### src/hw/rtl/rtct_pkg.sv
// Shared types, reset values and the month-length table for the tick-driven
// real-time clock and calendar. No dependencies.

package rtct_pkg;

  // Configuration register indexes
  localparam logic [1:0] CfgSecPerMin  = 2'd0;
  localparam logic [1:0] CfgMinPerHour = 2'd1;
  localparam logic [1:0] CfgHourPerDay = 2'd2;

  localparam logic [5:0] SecPerMinReset  = 6'd60;
  localparam logic [5:0] MinPerHourReset = 6'd60;
  localparam logic [5:0] HourPerDayReset = 6'd24;

  localparam logic [5:0]  SecondReset  = 6'd0;
  localparam logic [5:0]  MinuteReset  = 6'd0;
  localparam logic [4:0]  HourReset    = 5'd4;
  localparam logic [2:0]  WeekdayReset = 3'd6;
  localparam logic [4:0]  DayReset     = 5'd26;
  localparam logic [3:0]  MonthReset   = 4'd3;
  localparam logic [15:0] YearReset    = 16'd2019;
  // Year split for the leap rule: year mod 100, and (year / 100) mod 4.
  localparam logic [6:0]  YearMod100Reset  = 7'd19;
  localparam logic [1:0]  CenturyMod4Reset = 2'd0;

  localparam logic [2:0]  WeekdayLast  = 3'd6;
  localparam logic [3:0]  MonthFirst   = 4'd1;
  localparam logic [3:0]  MonthLast    = 4'd12;
  localparam logic [4:0]  DayFirst     = 5'd1;
  localparam logic [4:0]  HourLast     = 5'd31;
  localparam logic [6:0]  YearMod100Last = 7'd99;
  localparam logic [15:0] YearLast     = 16'hFFFF;

  typedef struct packed {
    logic [5:0] sec_per_min;
    logic [5:0] min_per_hour;
    logic [5:0] hour_per_day;
  } cfg_t;

  typedef struct packed {
    logic [5:0] second;
    logic [5:0] minute;
    logic [4:0] hour;
  } time_t;

  typedef struct packed {
    logic [2:0]  weekday;
    logic [4:0]  day;
    logic [3:0]  month;
    logic [15:0] year;
    logic [6:0]  year_mod100;
    logic [1:0]  century_mod4;
  } date_t;

  // Days in a month; a month code outside 1..12 counts as 31 days.
  function automatic logic [4:0] month_length(input logic [3:0] month, input logic leap);
    logic [4:0] len;
    case (month)
      4'd2:                     len = leap ? 5'd29 : 5'd28;
      4'd4, 4'd6, 4'd9, 4'd11:  len = 5'd30;
      default:                  len = 5'd31;
    endcase
    return len;
  endfunction

  // Gregorian rule: divisible by 4 and not by 100, or divisible by 400.
  function automatic logic is_leap(input date_t d);
    return (d.year[1:0] == 2'd0) && ((d.year_mod100 != 7'd0) || (d.century_mod4 == 2'd0));
  endfunction

endpackage

### src/hw/rtl/rtct_time_step.sv
// Second, minute and hour cascade for one tick; flags the day carry.
// Depends on rtct_pkg.

module rtct_time_step
  import rtct_pkg::*;
(
  input  cfg_t  cfg_i,
  input  time_t time_i,
  input  logic  advance_i,
  output time_t time_o,
  output logic  day_carry_o
);

  logic [5:0] sec_inc;
  logic [6:0] min_inc;
  logic [5:0] hour_inc;

  assign sec_inc  = time_i.second + 6'd1;
  assign min_inc  = {1'b0, time_i.minute} + 7'd1;
  assign hour_inc = {1'b0, time_i.hour} + 6'd1;

  always_comb begin
    time_o      = time_i;
    day_carry_o = 1'b0;
    if (advance_i) begin
      if (sec_inc < cfg_i.sec_per_min) begin
        time_o.second = sec_inc;
      end else begin
        time_o.second = '0;
        if (min_inc < {1'b0, cfg_i.min_per_hour}) begin
          time_o.minute = min_inc[5:0];
        end else begin
          time_o.minute = '0;
          // hour count is 5 bits: roll after hour 31 whatever the setting
          if ((hour_inc < cfg_i.hour_per_day) && (time_i.hour != HourLast)) begin
            time_o.hour = hour_inc[4:0];
          end else begin
            time_o.hour = '0;
            day_carry_o = 1'b1;
          end
        end
      end
    end
  end

endmodule

### src/hw/rtl/rtct_date_step.sv
// Weekday, day, month and year advance on a day carry, with the leap rule.
// Depends on rtct_pkg.

module rtct_date_step
  import rtct_pkg::*;
(
  input  date_t date_i,
  input  logic  day_carry_i,
  output date_t date_o
);

  logic [4:0] mlen;

  assign mlen = month_length(date_i.month, is_leap(date_i));

  always_comb begin
    date_o = date_i;
    if (day_carry_i) begin
      date_o.weekday = (date_i.weekday >= WeekdayLast) ? 3'd0 : date_i.weekday + 3'd1;
      if (date_i.day < mlen) begin
        date_o.day = date_i.day + 5'd1;
      end else begin
        date_o.day = DayFirst;
        if ((date_i.month >= MonthFirst) && (date_i.month < MonthLast)) begin
          date_o.month = date_i.month + 4'd1;
        end else begin
          date_o.month = MonthFirst;
          date_o.year  = date_i.year + 16'd1;
          // keep the mod-100 and century-mod-4 split in step with the year
          if (date_i.year == YearLast) begin
            date_o.year_mod100  = '0;
            date_o.century_mod4 = '0;
          end else if (date_i.year_mod100 == YearMod100Last) begin
            date_o.year_mod100  = '0;
            date_o.century_mod4 = date_i.century_mod4 + 2'd1;
          end else begin
            date_o.year_mod100 = date_i.year_mod100 + 7'd1;
          end
        end
      end
    end
  end

endmodule

### src/hw/rtl/rtc_calendar_tick.sv
// Top level of the tick-driven real-time clock and calendar: stream ports,
// configuration registers, state and result register. Depends on rtct_pkg,
// rtct_time_step and rtct_date_step.
//
//  channel   direction  handshake                  payload
//  s_axis    in         s_axis_tvalid/tready       tdata[0] advance
//  m_axis    out        m_axis_tvalid/tready       tdata[45:0] time and date
//  cfg       in         cfg_valid/cfg_ready        cfg_index, cfg_data
//
// The tick cascade and the calendar update are combinational between the
// state registers and the result register, and a new request is taken in
// every cycle while the result register is empty or drained in the same
// cycle. Reset loads weekday 6, 2019-03-26 04:00:00 and the default 60/60/24
// counts. A stall on m_axis holds the result and blocks s_axis; configuration
// writes are always taken.

module rtc_calendar_tick
  import rtct_pkg::*;
(
  input  logic        clk_i,
  input  logic        rst_ni,
  input  logic        s_axis_tvalid_i,
  output logic        s_axis_tready_o,
  input  logic [7:0]  s_axis_tdata_i,  // [0] advance
  output logic        m_axis_tvalid_o,
  input  logic        m_axis_tready_i,
  // [5:0] second_now, [11:6] minute_now, [16:12] hour_now, [19:17] weekday_now,
  // [24:20] day_now, [28:25] month_now, [44:29] year_now, [45] leap_now
  output logic [47:0] m_axis_tdata_o,
  input  logic        cfg_valid_i,
  output logic        cfg_ready_o,
  input  logic [1:0]  cfg_index_i,
  input  logic [5:0]  cfg_data_i
);

  cfg_t        cfg_q;
  time_t       time_q, time_d;
  date_t       date_q, date_d;
  logic        day_carry;
  logic        in_take;
  logic        out_valid_q;
  logic [47:0] out_data_q;

  assign cfg_ready_o     = 1'b1;
  // Take a request when the result slot is free or being drained now.
  assign s_axis_tready_o = !out_valid_q || m_axis_tready_i;
  assign in_take         = s_axis_tvalid_i && s_axis_tready_o;

  rtct_time_step u_time (
    .cfg_i       (cfg_q),
    .time_i      (time_q),
    .advance_i   (s_axis_tdata_i[0]),
    .time_o      (time_d),
    .day_carry_o (day_carry)
  );

  rtct_date_step u_date (
    .date_i      (date_q),
    .day_carry_i (day_carry),
    .date_o      (date_d)
  );

  // Configuration registers; an index past the list is dropped.
  always_ff @(posedge clk_i or negedge rst_ni) begin
    if (!rst_ni) begin
      cfg_q.sec_per_min  <= SecPerMinReset;
      cfg_q.min_per_hour <= MinPerHourReset;
      cfg_q.hour_per_day <= HourPerDayReset;
    end else if (cfg_valid_i) begin
      case (cfg_index_i)
        CfgSecPerMin:  cfg_q.sec_per_min  <= cfg_data_i;
        CfgMinPerHour: cfg_q.min_per_hour <= cfg_data_i;
        CfgHourPerDay: cfg_q.hour_per_day <= cfg_data_i;
        default: ;
      endcase
    end
  end

  // Clock and calendar state; advance only on a taken request.
  always_ff @(posedge clk_i or negedge rst_ni) begin
    if (!rst_ni) begin
      time_q.second       <= SecondReset;
      time_q.minute       <= MinuteReset;
      time_q.hour         <= HourReset;
      date_q.weekday      <= WeekdayReset;
      date_q.day          <= DayReset;
      date_q.month        <= MonthReset;
      date_q.year         <= YearReset;
      date_q.year_mod100  <= YearMod100Reset;
      date_q.century_mod4 <= CenturyMod4Reset;
    end else if (in_take) begin
      time_q <= time_d;
      date_q <= date_d;
    end
  end

  // Result register valid flag.
  always_ff @(posedge clk_i or negedge rst_ni) begin
    if (!rst_ni) begin
      out_valid_q <= 1'b0;
    end else if (in_take) begin
      out_valid_q <= 1'b1;
    end else if (m_axis_tready_i) begin
      out_valid_q <= 1'b0;
    end
  end

  // Result payload: report the time as it stands after this request.
  always_ff @(posedge clk_i) begin
    if (in_take) begin
      out_data_q <= {2'b00, is_leap(date_d), date_d.year, date_d.month, date_d.day,
                     date_d.weekday, time_d.hour, time_d.minute, time_d.second};
    end
  end

  assign m_axis_tvalid_o = out_valid_q;
  assign m_axis_tdata_o  = out_data_q;

endmodule
### config.mk
export PLATFORM = sky130hd
export DESIGN_NAME = rtc_calendar_tick
export DESIGN_NICKNAME = d
export VERILOG_FILES = /design/src/hw/rtl/rtct_pkg.sv /design/src/hw/rtl/rtct_time_step.sv /design/src/hw/rtl/rtct_date_step.sv /design/src/hw/rtl/rtc_calendar_tick.sv
export SDC_FILE = /design/constraint.sdc
export NUM_CORES = 1
export LEC_CHECK = 0
export BUFFER_PORTS_ARGS = -buffer_cell sky130_fd_sc_hd__buf_2
export CORE_ASPECT_RATIO = 0.75
export CORE_MARGIN = 3
export CORE_UTILIZATION = 45
export DETAILED_ROUTE_END_ITERATION = 6
export PLACE_DENSITY_LB_ADDON = 0.08
export SYNTH_ARGS = -nofsm -noshare
export SYNTH_HDL_FRONTEND = slang
export SYNTH_HIERARCHICAL = 1
export SYNTH_SLANG_ARGS = --single-unit
### constraint.sdc
create_clock -name clk_i -period 6 [get_ports clk_i]
set_input_delay 1.2 -clock clk_i [delete_from_list [all_inputs] [get_ports clk_i]]
set_output_delay 1.2 -clock clk_i [all_outputs]
set_load 0.02 [all_outputs]
== Word-level counts from Yosys, hierarchy flattened ==
Cells that the tools add are included.
Storage, ports and cells
  word-level logic and storage cells: 84
  register bits after elaboration: 119
  bits of input ports: 21
  output and inout port bits: 51
Operators by class
  add/sub/neg operators: 9
  reduce and logical (&&, ||, !) cells: 21
  equality and inequality tests: 10
  mux-type cells: 23
  magnitude comparators: 7
Operator list (count)
  $mux W37: 1
  $mux W29: 1
  $mux W25: 1
  $mux W17: 1
  $add A16 B1 Y16 const B: 1
  $eq A16 B16 Y1 const B: 1
  $mux W5: 3
  $reduce_bool A7 Y1: 2
  $lt A6 B6 Y1: 2
  $mux W6: 2
  $mux W11: 1
  $logic_not A2 Y1: 5
  $pmux W5 S2: 1
  $mux W9: 1
  $eq A4 B3 Y1 const B: 2
  $eq A4 B4 Y1 const B: 2
  $add A6 B1 Y7 const B: 1
  $add A7 B1 Y7 const B: 1
  $eq A7 B7 Y1 const B: 1
  $lt A7 B6 Y1: 1
  $mux W1: 7
  $mux W7: 1
  $add A5 B1 Y6 const B: 1
  $add A6 B1 Y6 const B: 1
  21 further kinds: 29

== Logic depth before layout (Yosys ltp) ==
  depth in word-level cells: 11
  depth in mapped cells: 18
  depth with buffers taken out: 16

== By module ==
Netlist, hierarchy kept.
Modules (own cells, without submodules)
  rtc_calendar_tick: cells each 212, instances 1, sequential area each 3244.4 um^2, area an instance 4428.0 um^2
  rtct_date_step: cells each 181, instances 1, sequential area each 0.0 um^2, area an instance 1184.9 um^2
  rtct_time_step: cells each 133, instances 1, sequential area each 0.0 um^2, area an instance 939.7 um^2

== Worst setup path after synthesis ==
No wires, ideal clock.
  path kind: reg2reg
  from: register time_q[0] in the netlist's numbering
  to: register out_data_q[45], in the netlist m_axis_tdata_o[45], data pin
  data required time: 5.736 ns
  stages on the path, launching flop included: 18
  setup time: 0.264 ns
  data arrival time: 3.930 ns
  buffers on the path: 1
  setup slack: 1.806 ns
  cell sequence: dfrtp_1 ha_1 inv_1 nor2_1 ha_1 ha_1 a21o_1 a211o_1 a41oi_2 and2b_2 clkbuf_1 and2_1 a22oi_2 nor2_1 a31o_1 nor4_1 o21ai_0 o41a_1
RTL lines
  from (decl): RTL line rtc_calendar_tick.sv:37  | time_t time_q, time_d;
  from (signal assigned): RTL line rtc_calendar_tick.sv:92  | time_q <= time_d;
  to (signal assigned): RTL line rtc_calendar_tick.sv:111  | out_data_q <= {2'b00, is_leap(date_d), date_d.year, date_d.month, date_d.day,
  to (decl): RTL line rtc_calendar_tick.sv:42  | logic [47:0] out_data_q;

==> impl_metrics.json <==
{
  "cellLeakagePower_nw": 3.47,
  "setup_viol": 0,
  "worst_pin_slew_ns": 1.08,
  "skew_ns": 0.00651,
  "final_cells": 800,
  "drv_cap": 0,
  "hold_buffers": 0,
  "port-buffer-count": 61,
  "diodes": 0,
  "route.detailed.wl_per_inst_um": 16.5,
  "cts_buffers": 17,
  "end_kind": "register",
  "r2r_cells": 16,
  "cts-resized-gates": 0,
  "syn2layout_area_growth_pct": 16.1,
  "ys_warn_count": 6,
  "gp_congestion": 0.830,
  "drc": 0,
  "ctsHtreeMaxLevel": 4,
  "holdPathStages": 1,
  "synthesis.area_mm2": 0.00655,
  "clk_pin_slew_ns": 0.06,
  "cts_sinks": 119,
  "regArea_mm2": 0.00324,
  "via_per_inst": 5.26,
  "synth_area_per_cell_um2": 12.5,
  "synth.area.top_cells": "edfxtp_1 (21%), dfrtp_1 (17%), dfstp_2 (12%)",
  "yosys-top-cells-count": "mux2_4 (49), edfxtp_1 (46), dfrtp_1 (44)",
  "rsz0062_at_grt": "false",
  "grt_pass1_vias": 4252,
  "synth-seq-cells": 119,
  "cp-start-kind": "register",
  "drtPass1Iterations": 5,
  "clk-insertion-delay-late_ns": 0.41,
  "hp-class": "reg -> reg",
  "dieArea_mm2": 0.0161,
  "drtIter0Drc": 173,
  "async_flop_share_pct": 61.3,
  "synthFlopType": "edfxtp_1",
  "slew_headroom_pct": 28.0,
  "post_cts_buffers": 0,
  "dr_total_vias": 4205,
  "num_io_pins": 72,
  "period_needed_ns": 4.74,
  "vdd_ir_drop_max_mv": 0.204,
  "synth_edf_count": 46,
  "setup_tns_ns": 0,
  "nets": 645,
  "place_hpwl_um": 8800,
  "worst_slack_ns": 1.26,
  "criticalPathCategory": "reg -> reg",
  "grt_start_max_net_pins": 47,
  "hold_viol": 0,
  "grt_use_total_pct": 17.0,
  "clk_path_buf_depth": 2,
  "core_area_mm2": 0.0140,
  "yosysMostFrequentCell": "mux2_4",
  "fmax_mhz": 211,
  "std_cell_rows": 37,
  "powerDensity_mw_per_mm2": 401,
  "netlist.area_leader.share_pct": 21.1,
  "nFillCells": 1210,
  "status": "completed",
  "critical_path_required_ns": 6.15,
  "cts_root_buf": "clkbuf_16",
  "grt_overflow_total": 0,
  "synthCells": 526,
  "final.period_utilization_pct": 79.0,
  "multiInputGateArea_mm2": 0.00302,
  "die_width_um": 145,
  "routed_wl_um": 13200,
  "whs_ns": 0.509,
  "slew_violations": 0,
  "fp.dieH_um": 111,
  "grt_pass1_wl_um": 22200,
  "dpl.cell_count": 768,
  "initial_utilization_pct": 46.9,
  "drive_gt1_share_pct": 35.7,
  "antenna_found_initial": 0,
  "path_max_fanout": 18,
  "arrival_ns": 4.89,
  "synth_cell_types": 67,
  "detail-route-antenna-nets": 0,
  "dp_worst_setup_slack_ns": 1.25,
  "yosysTopAreaCell": "edfxtp_1",
  "cts_tree": "yes",
  "yosysSeqAreaShare_pct": 49.5
}
==> critical path, cell delays in order (launching register included) <==
cell	delay [ns]
dfrtp_1	0.46
ha_1	0.28
and3_2	0.25
xor2_1	0.16
ha_1	0.30
a21o_1	0.11
a21oi_1	0.07
o21a_1	0.16
a21oi_2	0.35
and2b_2	0.39
and3_1	0.24
a22o_1	0.55
a21oi_1	0.13
a31o_1	0.25
nor4_1	0.30
o21ai_0	0.16
o41a_1	0.34
==> cell type report <==
class	count	share of cell area, %
inverters	42	2.07
clock buffers	24	7.33
repair buffers	65	4.41
flip-flops and latches	119	42.6
clock inverters	8	0.674
multi-input cells	347	39.7
well taps	195	3.21
==> kinds of logic after synthesis <==
kind of cell	synth area share (%)
and+or+nand+nor	11.5
DFF	49.5
muxes	16.3
AOI/OAI and AO/OA	8.69
buffers and inverters	4.49
adders and majority gates	6.11
xor gates and xnor gates	3.34
other	0.115
==> cell usage in the layout, fill, tap and decap left out, drive strengths merged, types with 3 or more instances in the layout <==
cell type and count:
clkinv 4, edfxtp 46, a21o 9, o22ai 4, xnor2 13, inv 44
nand4 8, a22o 6, and2 3, nand2b 10, nor3 10, dfstp 29
mux2 73, nand2 26, a31oi 4, nor2 13, nand3 23, o21ai 24
o31ai 7, dfrtp 44, nor4 7, and3 13, a21oi 8, a211oi 3
ha 32, conb 3, clkbuf 24, buf 65, mux2i 6, xor2 12
nor3b 3
==> final timing paths <==
| kind | slack, ns | to | start |
|---|---|---|---|
| max | 1.26 | m_axis_tdata_o[45] | time_q[5] |
| min | 0.51 | cfg_q[13] | cfg_q[13] |
| max reg2reg | 1.26 | m_axis_tdata_o[45] | time_q[5] |
| min reg2reg | 0.51 | cfg_q[13] | cfg_q[13] |
| max in group asynchronous | 4.05 | cfg_q[4] | rst_ni |
| min in group asynchronous | 0.88 | date_q[12] | rst_ni |
==> registers in the layout, indices dropped and copies added, names as in the netlist <==
name,flops
time_q,17
cfg_q,18
m_axis_tdata_o,46
date_q,37
m_axis_tvalid_o,1
==> power breakdown <==
part	total [mW]	switching (mW)	internal [mW]
registers	1.17	0.122	1.04
clock network	1.02	0.367	0.651
logic	0.868	0.466	0.402
total	3.05	0.955	2.10
==> routing by layer <==
layer | GRT usage, % | part of all wire [%] | vias up
met3 | 5.05 | 5.3 | 4
met4 | 4.17 | 0.43 | 0
li1 | - | - | 2057
met1 | 24.9 | 51 | 2032
met5 | 0 | 0 | -
met2 | 24.9 | 43 | 112
==> metrics by stage <==
stage / total power [mW] / util, % / instance area (um2)
global placement: 2.01 / 50.1 / 7000
detailed placement: 2.04 / 50.1 / 7000
floorplan: 1.83 / - / 6560
global route: 3.24 / 54.4 / 7610
finish: 3.05 / 54.4 / 7610
CTS: 3.08 / 54.4 / 7610
Note: power is estimated with default switching activity, not from simulation.
